File: config.mk
export PLATFORM = sky130hd
export DESIGN_NAME = skt_ctrl
export DESIGN_NICKNAME = d
export VERILOG_FILES = /design/src/rtl/skt_pkg.sv /design/src/rtl/skt_ctrl.sv
export SDC_FILE = /design/constraint.sdc
export NUM_CORES = 1
export LEC_CHECK = 0
export BUFFER_PORTS_ARGS = -buffer_cell sky130_fd_sc_hd__buf_2
export CORE_MARGIN = 2
export CORE_UTILIZATION = 38
export CTS_CLUSTER_DIAMETER = 60
export DETAILED_ROUTE_END_ITERATION = 7
export GPL_TIMING_DRIVEN = 1
export PLACE_DENSITY = 0.84
export SYNTH_ARGS = -nofsm -noshare
export SYNTH_HDL_FRONTEND = slang
export SYNTH_SLANG_ARGS = --single-unit
File: constraint.sdc
create_clock -name clock -period 1.5 [get_ports clock]
set_input_delay 0.375 -clock clock [delete_from_list [all_inputs] [get_ports clock]]
set_output_delay 0.375 -clock clock [all_outputs]
set_load 0.02 [all_outputs]
File: src/rtl/skt_pkg.sv
// ----------------------------------------------------------------------------
// skt_pkg
// Shared types and codes for the sorted key table: item formats, function
// and status codes, reset capacity, stored entry, controller/datapath link.
// ----------------------------------------------------------------------------
package skt_pkg;

   localparam logic [1:0] FUNC_LOOKUP = 2'd0;
   localparam logic [1:0] FUNC_INSERT = 2'd1;
   localparam logic [1:0] FUNC_REMOVE = 2'd2;
   localparam logic [1:0] FUNC_READ   = 2'd3;

   localparam logic [2:0] ST_OK    = 3'd0;
   localparam logic [2:0] ST_FULL  = 3'd1;
   localparam logic [2:0] ST_DUP   = 3'd2;
   localparam logic [2:0] ST_MISS  = 3'd3;
   localparam logic [2:0] ST_RANGE = 3'd4;

   localparam logic [8:0] CAP_RESET = 9'd256;

   typedef struct packed {
      logic [1:0]         func;
      logic signed [63:0] search_key;
      logic [31:0]        new_page;
      logic [15:0]        new_slot;
      logic [7:0]         position;
   } req_type;

   typedef struct packed {
      logic [2:0]         status;
      logic signed [63:0] found_key;
      logic [31:0]        found_page;
      logic [15:0]        found_slot;
      logic [8:0]         entry_count;
   } rsp_type;

   typedef struct packed {
      logic signed [63:0] key;
      logic [31:0]        page;
      logic [15:0]        slot;
   } entry_type;

   typedef struct packed {
      logic       load;
      logic       srch_rd;
      logic       srch_cmp;
      logic       probe_rd;
      logic       ra_rd;
      logic       dn_init;
      logic       dn_rd;
      logic       dn_wr;
      logic       up_init;
      logic       up_rd;
      logic       up_wr;
      logic       put;
      logic       cnt_dec;
      logic       finish;
      logic [2:0] code;
      logic       take_loc;
      logic       take_all;
   } cmd_type;

   typedef struct packed {
      logic [1:0] func;
      logic       full;
      logic       pos_ok;
      logic       srch_done;
      logic       lo_lt_cnt;
      logic       hit;
      logic       dn_more;
      logic       up_more;
   } stat_type;

endpackage

File: src/rtl/skt_ctrl.sv
// ----------------------------------------------------------------------------
// skt_ctrl
// Controller: binary search, probe, shift loops and result sequencing.
// ----------------------------------------------------------------------------
module skt_ctrl (
   input  logic              clock,
   input  logic              reset,
   input  logic              start,
   output logic              busy,
   input  skt_pkg::stat_type stat,
   output skt_pkg::cmd_type  cmd
);

   typedef enum logic [3:0] {
      IDLE, DISPATCH, S_CHK, S_RD, S_CMP, P_RD, P_CMP, RA_RD, RA_FIN,
      DN_CHK, DN_RD, DN_WR, PUT, UP_CHK, UP_RD, UP_WR
   } state_type;

   state_type state_ff, state_in;
   logic      fin_ok_ff, fin_ok_in;

   // key is absent: insert goes on to shift, others report a miss
   task automatic miss(output state_type nxt);
      nxt = IDLE;
      if (stat.func == skt_pkg::FUNC_INSERT) begin
         cmd.dn_init = 1'b1;
         nxt         = DN_CHK;
      end else begin
         cmd.finish = 1'b1;
         cmd.code   = skt_pkg::ST_MISS;
      end
   endtask

   always_comb begin
      cmd       = '0;
      state_in  = state_ff;
      fin_ok_in = 1'b0;
      if (fin_ok_ff) begin
         cmd.finish = 1'b1;
         cmd.code   = skt_pkg::ST_OK;
      end
      unique case (state_ff)
         IDLE: begin
            if (start) begin
               cmd.load = 1'b1;
               state_in = DISPATCH;
            end
         end
         DISPATCH: begin
            if (stat.func == skt_pkg::FUNC_READ) begin
               if (stat.pos_ok) begin
                  state_in = RA_RD;
               end else begin
                  cmd.finish = 1'b1;
                  cmd.code   = skt_pkg::ST_RANGE;
                  state_in   = IDLE;
               end
            end else if (stat.func == skt_pkg::FUNC_INSERT && stat.full) begin
               cmd.finish = 1'b1;
               cmd.code   = skt_pkg::ST_FULL;
               state_in   = IDLE;
            end else begin
               state_in = S_CHK;
            end
         end
         S_CHK: begin
            if (!stat.srch_done) begin
               state_in = S_RD;
            end else if (stat.lo_lt_cnt) begin
               state_in = P_RD;
            end else begin
               miss(state_in);
            end
         end
         S_RD: begin
            cmd.srch_rd = 1'b1;
            state_in    = S_CMP;
         end
         S_CMP: begin
            cmd.srch_cmp = 1'b1;
            state_in     = S_CHK;
         end
         P_RD: begin
            cmd.probe_rd = 1'b1;
            state_in     = P_CMP;
         end
         P_CMP: begin
            if (!stat.hit) begin
               miss(state_in);
            end else if (stat.func == skt_pkg::FUNC_LOOKUP) begin
               cmd.finish   = 1'b1;
               cmd.code     = skt_pkg::ST_OK;
               cmd.take_loc = 1'b1;
               state_in     = IDLE;
            end else if (stat.func == skt_pkg::FUNC_INSERT) begin
               cmd.finish = 1'b1;
               cmd.code   = skt_pkg::ST_DUP;
               state_in   = IDLE;
            end else begin
               cmd.up_init = 1'b1;
               state_in    = UP_CHK;
            end
         end
         RA_RD: begin
            cmd.ra_rd = 1'b1;
            state_in  = RA_FIN;
         end
         RA_FIN: begin
            cmd.finish   = 1'b1;
            cmd.code     = skt_pkg::ST_OK;
            cmd.take_all = 1'b1;
            state_in     = IDLE;
         end
         DN_CHK: state_in = stat.dn_more ? DN_RD : PUT;
         DN_RD: begin
            cmd.dn_rd = 1'b1;
            state_in  = DN_WR;
         end
         DN_WR: begin
            cmd.dn_wr = 1'b1;
            state_in  = DN_CHK;
         end
         PUT: begin
            cmd.put   = 1'b1;
            fin_ok_in = 1'b1;
            state_in  = IDLE;
         end
         UP_CHK: begin
            if (stat.up_more) begin
               state_in = UP_RD;
            end else begin
               cmd.cnt_dec = 1'b1;
               fin_ok_in   = 1'b1;
               state_in    = IDLE;
            end
         end
         UP_RD: begin
            cmd.up_rd = 1'b1;
            state_in  = UP_WR;
         end
         UP_WR: begin
            cmd.up_wr = 1'b1;
            state_in  = UP_CHK;
         end
         default: state_in = IDLE;
      endcase
   end

   // an ok result after a count update is finished in the cycle after the update
   always_ff @(posedge clock) begin
      if (reset) begin
         state_ff  <= IDLE;
         fin_ok_ff <= 1'b0;
         busy      <= 1'b0;
      end else begin
         state_ff  <= state_in;
         fin_ok_ff <= fin_ok_in;
         busy      <= (state_in != IDLE) || fin_ok_in;
      end
   end

endmodule

==> results by stage, run 1 <==
Synth:
- The synthesized area per cell is 6.68 um2.
- Ranked by instance count, the synthesized netlist is headed by 17 x nor2_1, 7 x nand2b_1, 7 x nor3_1, 6 x dfxtp_1.
- The share of synthesized area occupied by flip-flops and latches is 0.209.
- The biggest area contributor in the post-synthesis netlist is dfxtp_1.
- Synthesis instantiated 28 different standard cells from the library.
- The most numerous cell in the Yosys netlist is nor2_1.
- The post-synthesis instance total is 86.
- The number of synthesized flops with an enable pin is 0.
- The number of nets produced by synthesis is 98.
- The mapped netlist covers 574 um2.
- The share of synthesized flip-flops with an asynchronous set or reset is 0.
- Yosys printed 0 warnings.
- The top cell type's share of synthesized area is 0.209.
- The synthesized design contains 6 register bits.
- By area the synthesized netlist is led by dfxtp_1 21%, nor2_1 11%, nand2b_1 7.6%, nor3_1 6.1%, a2111oi_2 5.2%.
- The most used flip-flop cell after synthesis is dfxtp_1.

Clock network:
- Clock tree synthesis found a total of 6 sinks.
- The number of CTS-inserted buffers is 3.
- The cell at the root of the clock tree is clkbuf_4.
- The count of H-tree levels built during CTS is 1.
- The largest buffer count on any clock path is 2.
- Hold repair after CTS inserted 0 buffers.

Placed design:
- The placed wire-length estimate after detailed placement is 1.64 mm.
- During placement, the flow inserted port buffers numbering 31.
- At the end of routability-driven placement, the weighted congestion stood at 0.883.
- The cell count after placement is 151.

Die:
- The die height is 42.9 um.
- During I/O placement, the number of pins put on the boundary was 32.
- The effective utilization at floorplan is 0.395.
- The die is 42.9 um wide.
- The site row count is 14.

Run status:
- The tool reported: "[ERROR DPL-0033] detailed placement checks failed during check placement".
- The flow stopped in global routing.
- The flow did not finish.

GRT:
- The number of antenna violations at the first check in global routing is 0.
- The largest net degree at the start of global routing is 12.

STA:
- After the last repair the worst path ends at a primary output.
- In the global-route stage, repair_timing last flagged the worst endpoint as cmd[5].
-- through the flow --
step / instance area (um2) / setup slack (ns) / TNS (ns)
after CTS: 1330 / -0.422 / -4.13
after detailed placement: 971 / -0.265 / -1.54
after global placement: 971 / -0.219 / -1.26
after floorplan: 669 / -0.160 / -0.344
-- logic make-up after synthesis --
family	count (synthesis)	synth area share
muxes	2	0.0370
DFF	6	0.209
AOI/OAI and AO/OA	21	0.266
and+or+nand+nor	49	0.423
buffers and inverters	8	0.0653
-- repair_timing --
item	CTS
gates cloned	0
setup buffers	11
hold endpoints to repair	0
pin swaps	18
endpoints found under the setup margin	23
resized for setup	75
==> run 2: changes to the inputs <==
Settings changed: CORE_AREA set to 2 2 63 65, CORE_MARGIN 2 to not set, CORE_UTILIZATION 38 to not set, CTS_CLUSTER_DIAMETER 60 to not set, DIE_AREA set to 0 0 65 67, PLACE_DENSITY 0.84 to not set, PLACE_DENSITY_LB_ADDON set to 0.15.
Clock period 1.5 ns to 1.95 ns, I/O delays scaled along.
==> run 2 against run 1 <==
The run now ends clean. Synthesized area unchanged. Synthesized cell count stayed put.
==> results by stage, run 2 <==
GRT:
- The first-pass GRT wire length is 3.50 mm.
- Entering global routing, the biggest net connects 10 pins.
- For this run the aggregate overflow at the end of global routing stands at 0.
- For this run, the total global-route usage over all layers was measured as 0.106.
- The number of antenna violations at the first check in global routing is 0.
- The number of global-route vias before repair is 734.

Synth:
- The top cell type's share of synthesized area is 0.209 (unchanged).
- The synthesized cell area is 574 um2 (unchanged).
- The number of synthesized register bits is 6 (unchanged).
- The number of synthesized flops with an enable pin was 0 (unchanged).
- The most numerous cell in the Yosys netlist is nor2_1.
- The synthesized area per cell is 6.68 um2 (unchanged).
- The post-synthesis instance total is 86 (unchanged).
- After synthesis, the most frequently instantiated cells are 17 x nor2_1, 7 x nand2b_1, 7 x nor3_1, 6 x dfxtp_1.
- The total of warnings raised by yosys is 0 (unchanged).
- The number of nets produced by synthesis is 98 (unchanged).
- Among all flip-flop cells after synthesis, the most frequent one is dfxtp_1.
- Sorting the synthesized cells by area gives the leading types as dfxtp_1 21%, nor2_1 11%, nand2b_1 7.6%, nor3_1 6.1%, a2111oi_2 5.2%.
- The largest total area in the synthesized netlist belongs to dfxtp_1.
- The share of synthesized flip-flops with an asynchronous set or reset is 0 (unchanged).
- The number of unique standard cell types used by synthesis is 28 (unchanged).
- The share of synthesized area occupied by flip-flops and latches is 0.209 (unchanged).

Placed design:
- The number of buffer cells added on primary ports is 31 (unchanged).
- The weighted congestion at the end of routability-driven global placement was 0.713 (-19%).
- The cell count after placement is 177 (+17%).
- The placed wire-length estimate after detailed placement is 1.84 mm (+12%).
- The placement-stage worst setup slack was -0.0523 ns (+0.213 ns).

Worst setup path:
- Walking the worst path, the cells encountered are nand2b_4 > or4_4 > o211ai_1 > buf_4.
- The setup path with the least slack is of type register to output port.
- Counting cells, the worst reg-to-reg path comes to 6.
- In this run the register-to-register setup slack is 0.27 ns.
- The largest individual stage delay along the critical path comes from the cell or4_4.
- In this design, the stage delay of the slowest critical-path cell is 0.49 ns.
- Data on the critical path arrives at its endpoint at 1.46 ns.
- The critical path runs through a total of 4 cells.
- The kind of capture point of the worst setup path is an output port.
- The nature of the critical path startpoint is a register.
- The startpoint of the lowest-slack register-to-register path is state_ff[3].
- The sum of buffers and inverters on the critical path is 1.
- The cell class contributing the biggest share of worst-path delay is simple AND/OR/NAND/NOR gates.
- The biggest fanout along the worst timing path is 4.
- In this run the critical register-to-register path is captured at busy.
- STA puts the critical path data required time at 1.46 ns.

Pwr:
- The clock network fraction of total power is 0.373.
- The peak ir drop on the vdd network is 0.392 mV.
- The leakage power total is 0.467 nW.
- After layout, the design draws a total of 0.000510 W.
- Dividing total power by cell area gives a power density of 493 nW/um2.
- The sequential share of power is 0.276.
- The internal portion of the total power is 0.000346 W.
- The analysis attributes to net switching a power of 0.000164 W.
- The combinational share of power is 0.350.
- Of the total power, the share spent switching nets is 0.321.

Finish:
- The register with the most flip-flops in the layout has 4 of them.
- In the layout the commonest cells are 27 x buf_2, 18 x buf_4, 15 x nor2_1, 5 x nor3_1, 5 x nand2b_1.
- The multi-input combinational cell area is 494 um2.
- The finished layout holds 180 standard cells, fillers aside.
- The number of nets in the layout is 146.
- In the final layout, the registers with the most flip-flops are state_ff: 4 flops, busy: 1 flops, fin_ok_ff: 1 flops.
- The layout filler cell count is 406.
- The area used by sequential logic in the layout is 130 um2.
- The ratio of cells with drive above 1 in the final layout is 0.545.
- More flip-flops sit in one register than any other, and that register is state_ff.
- The synthesis-to-layout area growth is 80.0%.
- The number of antenna diodes in the final layout is 0.
- The most common cell after layout, fill and taps aside is buf_2.
- For this run, the share of the core covered by cells in the final layout is 0.287.

Clock network:
- The cell at the root of the clock tree is clkbuf_8.
- The clock tree from TritonCTS is built.
- The count of H-tree levels built during CTS was 1 (unchanged).
- The hold buffer count at cts is 0 (unchanged).
- The clock transition time at the flip-flop clock pins of the worst setup and hold paths is 0.04 ns.
- The post-CTS setup buffer count is 0 (-11).
- The clock latency of the later-clocked register in the worst-skew pair is 0.23 ns.
- The CTS sink count is 6 (unchanged).
- The largest buffer count on any clock path came to 2 (unchanged).
- The number of CTS-inserted buffers is 3 (unchanged).

STA:
- Setup violations remaining at the end of the flow were counted as 0.
- Hold timing on the final database bottoms out at a slack of 0.482 ns.
- The transition time of the tightest slew-check pin is 0.366 ns.
- The headroom to the max-slew limit is 0.756.
- On the final layout, the worst clock skew is 0.00496 ns.
- The hold violation total from the final report is 0.
- The share of the cycle needed by the critical path after routing is 0.998.
- The shortest clock period the worst path allows after layout is 1.95 ns.
- The total count of max-transition violations in the final report was 0.
- Setup repair after global routing could not meet its margin everywhere.
- Based on the critical path, the design can be clocked at up to 514 MHz.
- The post-layout worst setup margin is 0.00301 ns.

Run status:
- The run finished with clean final reports.

Die:
- The core area is 3610 um2.
- The horizontal die dimension is 65 um (+52%).
- The boundary pin count is 32 (unchanged).
- The die covers 4360 um2.
- The effective utilization at floorplan came to 0.159 (-0.236).
- The die height is 67 um (+56%).
- The site row count is 22 (+8).

Routing:
- The number of DRC violations after detailed-routing iteration 0 is 21.
- The routed design has 2.26 mm of wire.
- In the routed design, unresolved DRC markers number 0.
- The routed via count divided by cell count is 4.42.
- The first detailed-routing pass ran for 3 iterations.
- The post-route antenna net violation count is 0.
- The routed length per placed instance is 12.6 um.
- The detailed router placed 796 vias in this run.

Run:
- The number of violations of the max-capacitance limit is 0.

Min path:
- For hold timing, the worst endpoint is state_ff[3].
- The worst hold path belongs to the class primary input to register.
- The hold path startpoint is reset.
- The number of stages on the worst hold path is 2.
## run 2: power by group through the flow
stage / Combinational [W] / Sequential, W / Clock, W
floorplan: 0.0000842 / 0.000142 / 0
global placement: 0.000163 / 0.000142 / 0
detailed placement: 0.000161 / 0.000141 / 0
CTS: 0.000170 / 0.000141 / 0.000196
global route: 0.000198 / 0.000142 / 0.000204
finish: 0.000179 / 0.000141 / 0.000190
## run 2: worst max-delay path by stage
stage / from / end
6_report: state_ff[0] / cmd[5]
3_5_place_dp: stat[8] / cmd[3]
4_1_cts: state_ff[0] / cmd[5]
2_1_floorplan: stat[8] / cmd[3]
3_3_place_gp: stat[8] / cmd[3]
5_1_grt: state_ff[0] / cmd[5]
## run 2: stage by stage
step / setup TNS (ns) / area, um2
4_1_cts: -0.00929 / 981
6_report: 0 / 1030
3_3_place_gp: -0.0121 / 892
2_1_floorplan: 0 / 579
3_5_place_dp: -0.0621 / 892
5_1_grt: -0.0859 / 1030
## run 2: cell families (layout without fill, tap and decap cells)
| logic type | after synthesis | after routing | share of synthesized area |
|---|---|---|---|
| mux | 2 | 2 | 0.0370 |
| buf+inv | 8 | 54 | 0.0653 |
| compound gates | 21 | 21 | 0.266 |
| flops | 6 | 6 | 0.209 |
| simple gates | 49 | 49 | 0.423 |
## run 2: layout make-up
class / instances / area share
inverters: 4 / 0.0145
repair buffers: 47 / 0.283
multi-input cells: 72 / 0.478
flip-flops and latches: 6 / 0.126
well taps: 48 / 0.0581
clock buffers: 3 / 0.0400
## run 2: per-layer routing
layer	vias to the layer above	routed length, um	track usage
met5	-	0	0
met2	22	1050	0.179
li1	405	-	-
met4	0	30	0.0399
met1	366	1070	0.135
met3	3	108	0.0152
## run 2: repair_timing
action,4_1_cts,5_1_grt
endpoints found under the setup margin,6,6
endpoints found under the hold margin,0,0
pin swaps,1,1
resized for setup,14,14
(Power assumes the default switching activity.)
